File: src/rtl/xmbs_pkg.sv
`timescale 1ns / 1ps

package xmbs_pkg;

	// Block length in bytes; the byte at BLOCK_LEN-1 always closes a block.
	localparam int BLOCK_LEN = 4096;
	localparam int POS_W     = $clog2(BLOCK_LEN);
	localparam int OFF_W     = 12;
	// The position counter is wide enough for both the block and the offset field.
	localparam int CNT_W     = (POS_W > OFF_W) ? POS_W : OFF_W;

	localparam logic [7:0] CH_LT     = 8'h3C; // '<'
	localparam logic [7:0] CH_GT     = 8'h3E; // '>'
	localparam logic [7:0] CH_SLASH  = 8'h2F; // '/'
	localparam logic [7:0] CH_QUEST  = 8'h3F; // '?'
	localparam logic [7:0] CH_BANG   = 8'h21; // '!'
	localparam logic [7:0] CH_DASH   = 8'h2D; // '-'
	localparam logic [7:0] CH_LBRACK = 8'h5B; // '['
	localparam logic [7:0] CH_RBRACK = 8'h5D; // ']'

	// Bang matcher positions: 1..7 walk "![CDATA[", BANG_DASH means "!-" seen.
	localparam logic [3:0] BANG_IDLE  = 4'd0;
	localparam logic [3:0] BANG_FIRST = 4'd1;
	localparam logic [3:0] BANG_LAST  = 4'd7;
	localparam logic [3:0] BANG_DASH  = 4'd9;

	typedef enum logic [2:0] {
		MODE_SCAN  = 3'd0,
		MODE_LT    = 3'd1,
		MODE_STAG  = 3'd2,
		MODE_ETAG  = 3'd3,
		MODE_PI    = 3'd4,
		MODE_BANG  = 3'd5,
		MODE_COMM  = 3'd6,
		MODE_CDATA = 3'd7
	} mode_t;

	typedef enum logic [2:0] {
		KIND_STAG  = 3'd0,
		KIND_ETAG  = 3'd1,
		KIND_PI    = 3'd2,
		KIND_COMM  = 3'd3,
		KIND_CDATA = 3'd4,
		KIND_END   = 3'd5
	} kind_t;

	typedef struct packed {
		kind_t              kind;
		logic [OFF_W-1:0]   offset;
		logic               last;
	} event_t;

	// Up to two events produced by one byte, in order.
	typedef struct packed {
		logic [1:0] count;
		event_t     ev0;
		event_t     ev1;
	} push_t;

	localparam int EVQ_DEPTH = 4;
	localparam int EVQ_AW    = $clog2(EVQ_DEPTH);

	// Expected byte at each position of "![CDATA[".
	function automatic logic [7:0] cdata_char(input logic [2:0] idx);
		logic [7:0] c;
		unique case (idx)
			3'd0: c = CH_BANG;
			3'd1: c = CH_LBRACK;
			3'd2: c = 8'h43; // 'C'
			3'd3: c = 8'h44; // 'D'
			3'd4: c = 8'h41; // 'A'
			3'd5: c = 8'h54; // 'T'
			3'd6: c = 8'h41; // 'A'
			3'd7: c = CH_LBRACK;
			default: c = CH_BANG;
		endcase
		return c;
	endfunction

endpackage

File: src/rtl/xml_markup_boundary_scanner_core.sv
`timescale 1ns / 1ps

// Structural prescan of XML blocks, one byte per word on the input stream. Each
// byte is held in the input register and scanned straight out of it while it
// waits there for room; its events are then written into the event queue, whose
// head drives the output word. A new byte is taken every cycle while the
// four-entry event queue has room for two events. Each byte yields at most two
// output words: a markup event (start tag at its '>', end tag at '/', PI at '?',
// comment after "!--", CDATA after "![CDATA[") and, on the last byte of a block,
// a block-end event that carries tlast. Offsets count from the start of the
// block. A block ends on an input tlast or at byte BLOCK_LEN-1 and the scanner
// then restarts clean.

module xml_markup_boundary_scanner_core (
	input  logic        clk,
	input  logic        arst_n,
	input  logic        s_axis_tvalid,
	output logic        s_axis_tready,
	input  logic [7:0]  s_axis_tdata,   // [7:0] data_byte
	input  logic        s_axis_tlast,   // block_end
	output logic        m_axis_tvalid,
	input  logic        m_axis_tready,
	output logic [15:0] m_axis_tdata,   // [2:0] event_kind, [14:3] byte_offset, [15] zero
	output logic        m_axis_tlast    // is_last
);
	import xmbs_pkg::*;

	logic                 valid_s1;
	logic [7:0]           byte_s1;
	logic                 end_s1;
	logic                 fire;
	logic                 room;
	push_t                push;
	event_t               head;
	logic [EVQ_AW:0]      level;

	// Scan only when the queue can take both events of a byte.
	assign room          = level <= (EVQ_AW+1)'(EVQ_DEPTH - 2);
	assign fire          = valid_s1 && room;
	assign s_axis_tready = !valid_s1 || fire;

	// Input register.
	always_ff @(posedge clk or negedge arst_n) begin
		if (!arst_n) begin
			valid_s1 <= 1'b0;
		end else if (s_axis_tready) begin
			valid_s1 <= s_axis_tvalid;
		end
	end

	always_ff @(posedge clk) begin
		if (s_axis_tready && s_axis_tvalid) begin
			byte_s1 <= s_axis_tdata;
			end_s1  <= s_axis_tlast;
		end
	end

	xmbs_scan u_scan (
		.clk       (clk),
		.arst_n    (arst_n),
		.fire      (fire),
		.data_byte (byte_s1),
		.block_end (end_s1),
		.push      (push)
	);

	xmbs_evq u_evq (
		.clk     (clk),
		.arst_n  (arst_n),
		.push_en (fire),
		.push    (push),
		.pop     (m_axis_tready),
		.head    (head),
		.level   (level)
	);

	// Output word from the head of the queue.
	assign m_axis_tvalid = level != '0;
	assign m_axis_tdata  = {1'b0, head.offset, head.kind};
	assign m_axis_tlast  = head.last;

	// The queue never holds more than its depth.
	assert property (@(posedge clk) disable iff (!arst_n)
		level <= (EVQ_AW+1)'(EVQ_DEPTH))
		else $error("event queue overfilled");

	// A block-end word is always the last word of its byte.
	assert property (@(posedge clk) disable iff (!arst_n)
		(m_axis_tvalid && head.kind == KIND_END) |-> m_axis_tlast)
		else $error("block end without last flag");

	// A byte held back for lack of room stays in the input register.
	assert property (@(posedge clk) disable iff (!arst_n)
		(valid_s1 && !room) |=> (valid_s1 && $stable(byte_s1)))
		else $error("stalled byte lost");

	// A scanned byte always leaves the queue non-empty when it ends a block.
	assert property (@(posedge clk) disable iff (!arst_n)
		(fire && end_s1) |=> m_axis_tvalid)
		else $error("block end event missing");

endmodule

File: src/rtl/xmbs_scan.sv
`timescale 1ns / 1ps

module xmbs_scan (
	input  logic                    clk,
	input  logic                    arst_n,
	input  logic                    fire,
	input  logic [7:0]              data_byte,
	input  logic                    block_end,
	output xmbs_pkg::push_t         push
);
	import xmbs_pkg::*;

	mode_t            mode_q, mode_d;
	logic [3:0]       bang_q, bang_d;
	logic [7:0]       prev_q, prev2_q;
	logic [OFF_W-1:0] tag_off_q, tag_off_d;
	logic             seen_q, seen_d;
	logic [CNT_W-1:0] pos_q;

	logic             last;
	logic [OFF_W-1:0] off;
	logic             mark;
	kind_t            mark_kind;
	logic [OFF_W-1:0] mark_off;
	logic             cdata_hit;
	event_t           end_ev;
	event_t           mark_ev;

	assign last = block_end || (pos_q == CNT_W'(BLOCK_LEN - 1));
	assign off  = pos_q[OFF_W-1:0];
	assign cdata_hit = (bang_q >= BANG_FIRST) && (bang_q <= BANG_LAST) &&
		(data_byte == cdata_char(bang_q[2:0]));

	// Next scanner state for the current word.
	always_comb begin
		mode_d    = mode_q;
		bang_d    = bang_q;
		tag_off_d = tag_off_q;
		seen_d    = seen_q;
		unique case (mode_q)
			MODE_SCAN: begin
				if (data_byte == CH_LT) mode_d = MODE_LT;
			end
			MODE_LT: begin
				if (data_byte != CH_SLASH && data_byte != CH_QUEST &&
						data_byte != CH_BANG) begin
					tag_off_d = off;
					if (data_byte == CH_GT) begin
						seen_d = 1'b1;
						mode_d = MODE_SCAN;
					end else begin
						mode_d = MODE_STAG;
					end
				end else if (!seen_q) begin
					mode_d = MODE_SCAN;
				end else if (data_byte == CH_SLASH) begin
					mode_d = MODE_ETAG;
				end else if (data_byte == CH_QUEST) begin
					mode_d = MODE_PI;
				end else begin
					tag_off_d = off;
					bang_d    = BANG_FIRST;
					mode_d    = MODE_BANG;
				end
			end
			MODE_STAG: begin
				if (data_byte == CH_GT) begin
					if (prev_q != CH_SLASH) seen_d = 1'b1;
					mode_d = MODE_SCAN;
				end
			end
			MODE_ETAG: begin
				if (data_byte == CH_GT) mode_d = MODE_SCAN;
			end
			MODE_PI: begin
				if (data_byte == CH_GT && prev_q == CH_QUEST) mode_d = MODE_SCAN;
			end
			MODE_BANG: begin
				priority if (bang_q == BANG_FIRST && data_byte == CH_DASH) begin
					bang_d = BANG_DASH;
				end else if (bang_q == BANG_DASH && data_byte == CH_DASH) begin
					bang_d = BANG_IDLE;
					mode_d = MODE_COMM;
				end else if (cdata_hit) begin
					if (bang_q == BANG_LAST) begin
						bang_d = BANG_IDLE;
						mode_d = MODE_CDATA;
					end else begin
						bang_d = bang_q + 4'd1;
					end
				end else begin
					// Failed match: the same byte is looked at again as text.
					bang_d = BANG_IDLE;
					mode_d = (data_byte == CH_LT) ? MODE_LT : MODE_SCAN;
				end
			end
			MODE_COMM: begin
				if (data_byte == CH_GT && prev_q == CH_DASH && prev2_q == CH_DASH)
					mode_d = MODE_SCAN;
			end
			MODE_CDATA: begin
				if (data_byte == CH_GT && prev_q == CH_RBRACK && prev2_q == CH_RBRACK)
					mode_d = MODE_SCAN;
			end
			default: mode_d = MODE_SCAN;
		endcase
	end

	// Markup event raised by the current word, if any.
	always_comb begin
		mark      = 1'b0;
		mark_kind = KIND_STAG;
		mark_off  = tag_off_q;
		unique case (mode_q)
			MODE_LT: begin
				if (data_byte == CH_GT) begin
					mark     = 1'b1;
					mark_off = off;
				end else if (seen_q && data_byte == CH_SLASH) begin
					mark      = 1'b1;
					mark_kind = KIND_ETAG;
					mark_off  = off;
				end else if (seen_q && data_byte == CH_QUEST) begin
					mark      = 1'b1;
					mark_kind = KIND_PI;
					mark_off  = off;
				end
			end
			MODE_STAG: begin
				if (data_byte == CH_GT && prev_q != CH_SLASH) mark = 1'b1;
			end
			MODE_BANG: begin
				if (bang_q == BANG_DASH && data_byte == CH_DASH) begin
					mark      = 1'b1;
					mark_kind = KIND_COMM;
				end else if (cdata_hit && bang_q == BANG_LAST &&
						!(bang_q == BANG_FIRST && data_byte == CH_DASH)) begin
					mark      = 1'b1;
					mark_kind = KIND_CDATA;
				end
			end
			default: mark = 1'b0;
		endcase
	end

	// Pack the markup event and the block-end event in order.
	always_comb begin
		end_ev.kind    = KIND_END;
		end_ev.offset  = off;
		end_ev.last    = 1'b1;
		mark_ev.kind   = mark_kind;
		mark_ev.offset = mark_off;
		mark_ev.last   = !last;
		push.count     = 2'({1'b0, mark} + {1'b0, last});
		push.ev0       = mark ? mark_ev : end_ev;
		push.ev1       = end_ev;
	end

	// Scanner state; a block end returns everything to reset.
	always_ff @(posedge clk or negedge arst_n) begin
		if (!arst_n) begin
			mode_q    <= MODE_SCAN;
			bang_q    <= BANG_IDLE;
			prev_q    <= '0;
			prev2_q   <= '0;
			tag_off_q <= '0;
			seen_q    <= 1'b0;
			pos_q     <= '0;
		end else if (fire) begin
			if (last) begin
				mode_q    <= MODE_SCAN;
				bang_q    <= BANG_IDLE;
				prev_q    <= '0;
				prev2_q   <= '0;
				tag_off_q <= '0;
				seen_q    <= 1'b0;
				pos_q     <= '0;
			end else begin
				mode_q    <= mode_d;
				bang_q    <= bang_d;
				prev_q    <= data_byte;
				prev2_q   <= prev_q;
				tag_off_q <= tag_off_d;
				seen_q    <= seen_d;
				pos_q     <= pos_q + CNT_W'(1);
			end
		end
	end

endmodule

File: src/rtl/xmbs_evq.sv
`timescale 1ns / 1ps

module xmbs_evq (
	input  logic                          clk,
	input  logic                          arst_n,
	input  logic                          push_en,
	input  xmbs_pkg::push_t               push,
	input  logic                          pop,
	output xmbs_pkg::event_t              head,
	output logic [xmbs_pkg::EVQ_AW:0]     level
);
	import xmbs_pkg::*;

	event_t            slot_q [EVQ_DEPTH];
	logic [EVQ_AW-1:0] wr_q, rd_q;
	logic [EVQ_AW:0]   level_q;
	logic [1:0]        n_in;
	logic              n_out;

	assign n_in  = push_en ? push.count : 2'd0;
	assign n_out = pop && (level_q != '0);
	assign head  = slot_q[rd_q];
	assign level = level_q;

	// Event slots; two may be written in one cycle.
	always_ff @(posedge clk) begin
		if (n_in != 2'd0) slot_q[wr_q] <= push.ev0;
		if (n_in == 2'd2) slot_q[wr_q + EVQ_AW'(1)] <= push.ev1;
	end

	// Pointers and fill level.
	always_ff @(posedge clk or negedge arst_n) begin
		if (!arst_n) begin
			wr_q    <= '0;
			rd_q    <= '0;
			level_q <= '0;
		end else begin
			wr_q    <= wr_q + EVQ_AW'(n_in);
			rd_q    <= rd_q + EVQ_AW'(n_out);
			level_q <= level_q + (EVQ_AW+1)'(n_in) - (EVQ_AW+1)'(n_out);
		end
	end

endmodule

File: config.mk
export PLATFORM = sky130hd
export DESIGN_NAME = xml_markup_boundary_scanner_core
export DESIGN_NICKNAME = d
export VERILOG_FILES = /design/src/rtl/xmbs_pkg.sv /design/src/rtl/xml_markup_boundary_scanner_core.sv /design/src/rtl/xmbs_scan.sv /design/src/rtl/xmbs_evq.sv
export SDC_FILE = /design/constraint.sdc
export NUM_CORES = 1
export LEC_CHECK = 0
export ABC_AREA = 1
export BUFFER_PORTS_ARGS = -buffer_cell sky130_fd_sc_hd__buf_2
export CORE_UTILIZATION = 30
export DETAILED_ROUTE_END_ITERATION = 10
export SYNTH_ARGS = -nofsm -noshare
export SYNTH_HDL_FRONTEND = slang
export SYNTH_HIERARCHICAL = 1
export SYNTH_SLANG_ARGS = --single-unit
export TNS_END_PERCENT = 100
File: constraint.sdc
create_clock -name clk -period 10.3 [get_ports clk]
set_clock_uncertainty 0.1 [all_clocks]
set_input_delay 1.03 -clock clk [delete_from_list [all_inputs] [get_ports clk]]
set_output_delay 1.03 -clock clk [all_outputs]
set_load 0.03 [all_outputs]
* After elaboration in Yosys (flattened, before gate mapping)
Memories as Yosys holds them, arrays and structs flattened.
Index checks and enable logic that the tools add are counted.
** Storage, ports and cells
- Flip-flop bits (word level) :: 65
- Bits in writable memories :: 64
- Memory bits (read-only) :: 56
- Input port bits :: 13
- Output and inout port bits :: 19
- Word-level logic and storage cells :: 171
- Memories kept :: 2
** Cells by class
- $add $sub $neg :: 8
- Order comparisons :: 3
- Equal/unequal tests :: 44
- Mux-type cells :: 65
- Reduce and logical (&&, ||, !) cells :: 36
** Memory list
- u_evq.slot_q :: words 4, width 16, read ports 1, clocked after memory_dff 0, wr ports 2, line xmbs_evq.sv:14 : event_t slot_q [EVQ_DEPTH];
- (no name shown) :: words 8, width 7, read ports 1, clocked after memory_dff 0, wr ports 0, line xmbs_pkg.sv:66 : unique case (idx)
** Operators by type and width (number)
- $mux W12 :: 11
- $eq A8 B6 Y1 const B :: 8
- $mux W3 :: 17
- $mux W4 :: 9
- $ne A3 B1 Y1 const B :: 12
- $ne A8 B6 Y1 const B :: 4
- $pmux W3 S7 :: 1
- $logic_and A1 B1 Y1 :: 19
- $mux W1 :: 17
- $eq A8 B7 Y1 const B :: 2
- $mux W16 :: 1
- $mux W8 :: 2
- $add A12 B1 Y12 const B :: 1
- $eq A12 B12 Y1 const B :: 1
- $eq A3 B3 Y1 const B :: 4
- $ne A3 B2 Y1 const B :: 4
- $reduce_and A6 Y1 :: 2
- $reduce_bool A3 Y1 :: 4
- $eq A8 B8 Y1 :: 1
- $pmux W4 S2 :: 1
- $reduce_and A8 Y1 :: 1
- $eq A3 B2 Y1 const B :: 2
- $mux W2 :: 3
- $pmux W3 S2 :: 1
- other kinds (24) :: 28

* Logic depth before layout (Yosys ltp)
- Depth in word-level cells :: 13
- Mapped depth :: 26
- Gate-level depth less buffers :: 25

* By module
The synthesis kept the hierarchy.
** Modules (own cells, without submodules)
- xmbs_evq :: instances 1, cells each 391, area an instance 3908.7 µm², sequential area each 2097.0 µm²
- xmbs_scan :: instances 1, cells each 440, area an instance 3067.9 µm², sequential area each 1201.2 µm²
- xml_markup_boundary_scanner_core :: instances 1, cells each 26, area an instance 376.6 µm², sequential area each 295.3 µm²

* Least setup slack after synthesis
Ideal clock, no wire load.
- Path kind :: reg-to-reg
- Start :: register u_scan.bang_q[1]
- End :: register u_evq.level_q[2] (netlist: u_evq/level[2])
- Data arrival time :: 3.073 ns
- Required time :: 10.083 ns
- Setup slack :: 7.010 ns
- Cell stages (with the launch flop) :: 27
- Buffers on the path :: 1
- Cell sequence :: dfrtp_1 > inv_1 > ha_1 > inv_1 > nand2_1 > nand2_1 > nand2_1 > nand2_1 > nand2_1 > nor2_4 > nand2_2 > nor2_2 > nand2_1 > nand2_4 > buf_6 > ha_1 > nand2_1 > inv_1 > nand2_1 > nand2_1 > ha_1 > inv_1 > fa_1 > xnor2_1 > inv_1 > nand2_1 > nand2_1
** RTL lines
- from (decl) :: line xmbs_scan.sv:14 : logic [3:0] bang_q, bang_d;
- from (signal assigned) :: line xmbs_scan.sv:180 : bang_q <= bang_d;
- to (signal assigned) :: line xmbs_evq.sv:40 : level_q <= level_q + (EVQ_AW+1)'(n_in) - (EVQ_AW+1)'(n_out);
- to (decl) :: line xmbs_evq.sv:16 : logic [EVQ_AW:0] level_q;

==> flow_summary.toml <==
[place]
portBuffers = 30
dpl.hpwl_um = 12000
globalplace.congestion = 0.845
dpl_cell_area_um2 = 7660
place_inst = 1175
post-place-ws_ns = 6.55

[setup_path]
worst_r2r_endpoint = "u_evq/slot_q[2][4]$_DFFE_PP_"
critical_path_arrival_ns = 3.65
start_kind = "flop"
critPathRequiredTime_ns = 10.25
r2r_setup_slack_ns = 6.59
reg2reg_depth = 16
critical_path_class = "flop to flop"
r2r-start = "u_scan/bang_q[0]$_DFFE_PN0P_"
endpoint_kind = "flop"
worstPathMaxFanout = 33

[floorplanning]
core_um2 = 23800
io_pins = 32
fp.dieArea_um2 = 25100
start_util_pct = 31.0
chipWidth_um = 159
rows = 56
die_h_um = 159

[clocking]
cts_setup_buffers = 0
cts_buffers = 17
cts_hold_buffers = 0
clk_latency_ns = 0.42
root_buffer = "clkbuf_16"
clockBufferDepth = 2
path_clk_slew_ns = 0.06
cts_tree = "built"
cts_max_level = 4
cts-resized-gates = 0
cts_sinks = 129

[routing]
route.met2.wl_um = 7160
wl_met3_um = 778
drc_errors = 0
antenna_left = 0
via_per_inst = 4.67
m1WireLength_um = 8370
vias = 5631
drtIter0Drc = 405
wl_um = 16500
first_pass_iters = 5
avgRoutedWirePerCell_um = 13.7
top_layer = "met4"

[sta]
max_freq_ghz = 0.270
setup_tns_ns = 0
whs_ns = 0.379
maxSlewViolCount = 0
final_hold_viol_count = 0
rsz0062_at_grt = "false"
fin_crit_sh_pct = 36.0
min_period_ns = 3.71
slew_headroom_pct = 38.0
finalSetupViolations = 0
fin_ws_ns = 6.59
tightest_slew_ns = 0.928

[logic_synthesis]
syn_area_um2 = 7350
ys_seq_area_share_pct = 48.9
ys_types = 39
synthArstFlopShare_pct = 43.4
syn_avg_cell_area_um2 = 8.58
synth_top_area_share_pct = 29.8
yosys_register_bits = 129
netlist_instances = 857
synth-main-ff-cell = "edfxtp_1"
yosysTopAreaCell = "edfxtp_1"
synth_edf_count = 73
ys_warn_count = 6
synth.area.top_cells = "edfxtp_1, dfrtp_1, nand2_1"

[cells_and_area]
diodes = 0
layout_commonest_cell = "nand2_1"
final_cells = 1207
syn2layout_area_growth_pct = 11.5
final_cell_mix = "nand2_1, nor2_1, inv_1"
postLayoutCellArea_um2 = 8200
final_core_util_pct = 34.5
drive_above_1_share_pct = 19.7
nets = 898

[global_routing]
grt_first_pass_wirelength_um = 27400
grt_pass1_vias = 5333
grt_overflow = 0
grt_usage_pct = 14.3
grt_antenna_before_repair = 0
grt_max_degree = 57

[min_path]
min_path_type = "flop to flop"
whs_path_depth = 2
hold_start = "u_evq/rd_q[1]$_DFF_PN0_"
worst_hold_path.endpoint = "u_evq/rd_q[1]$_DFF_PN0_"

[run]
cap_violations = 0

[pwr]
pwr_density_cell_nw_per_um2 = 248
total_power_mw = 2.03
irDropWorstVdd_mv = 0.103
power.leakage_nw = 3.41

[outcome]
status = "completed"
## sequential cells by signal, indices dropped and copies added, names as in the netlist
register	count
u_scan/mode_q	3
end_s1	1
u_scan/tag_off_q	12
u_scan/seen_q	1
u_scan/off	12
u_evq/wr_q	2
u_scan/prev2_q	8
byte_s1	8
u_scan/prev_q	8
valid_s1	1
u_evq/level	3
u_scan/bang_q	4
u_evq/slot_q	64
u_evq/rd_q	2
## metal layers
layer	GRT usage, %	vias up
li1	-	2876
met1	20.5	2592
met2	21.1	148
met3	2.37	15
met4	5.77	0
met5	0	-
## synth_stat cells (5+ instances only)
library cell  number
ha_1               9
buf_2             11
nor2_1            94
o31ai_1            7
o21ai_1            5
nand3_1           53
nand4_1           10
nand2_4            6
o22ai_1           11
o21ai_0           67
o21ai_2           64
dfrtp_1           56
nor3_1            13
inv_2             12
inv_1             76
buf_4              5
edfxtp_1          73
buf_6             14
a21oi_1           12
nand2_2           16
nand2_1          209
## worst max-delay path, cell delays in order, from the launching register on
cell	delay, ns
dfrtp_1	0.42
ha_1	0.26
inv_1	0.08
nand2_1	0.08
nand2_1	0.10
nand2_1	0.05
nand2_1	0.06
nand2_1	0.08
nor2_4	0.11
nand2_2	0.11
nor2_2	0.10
nand2_1	0.11
nand2_4	0.17
ha_1	0.33
nor2_8	0.21
nand2_4	0.27
nand2_1	0.67
## worst max path at each step
stage                                 startpoint                             to  slack, ns  depth (start not counted)
finish              u_scan/bang_q[0]$_DFFE_PN0P_   u_evq/slot_q[2][4]$_DFFE_PP_       6.59                         16
global route        u_scan/bang_q[0]$_DFFE_PN0P_   u_evq/slot_q[3][4]$_DFFE_PP_       6.29                         15
CTS                 u_scan/bang_q[0]$_DFFE_PN0P_   u_evq/slot_q[0][4]$_DFFE_PP_       6.54                         16
detailed placement  u_scan/bang_q[0]$_DFFE_PN0P_  u_evq/slot_q[0][11]$_DFFE_PP_       6.55                         16
global placement    u_scan/bang_q[0]$_DFFE_PN0P_   u_evq/slot_q[0][8]$_DFFE_PP_       6.63                         16
floorplan           u_scan/bang_q[1]$_DFFE_PN0P_       u_evq/level[2]$_DFF_PN0_       7.01                         26
## where the power goes
group          internal (mW)  switching (mW)
Clock                  0.311           0.239
Sequential             0.654          0.0683
Combinational          0.215           0.546
## cells by family (layout without fill, tap and decap cells)
kind of cell,count (synthesis),in the layout,synth area share (%)
xor gates and xnor gates,6,6,0.715
adders and majority gates,10,10,1.80
and+or+nand+nor,413,413,24.7
other,3,5,0.153
DFF,129,129,48.9
AOI/OAI and AO/OA,170,170,15.5
buffers and inverters,126,155,8.32
## area by class of cell
type	count	area [um^2]
Sequential cell	129	3590
Inverter	90	338
Fill cell	2462	15600
Multi-Input combinational cell	604	3160
Clock buffer	19	433
Clock inverter	13	104
Tap cell	319	399
Timing Repair Buffer	33	173
Note: power is estimated with default switching activity, not from simulation.
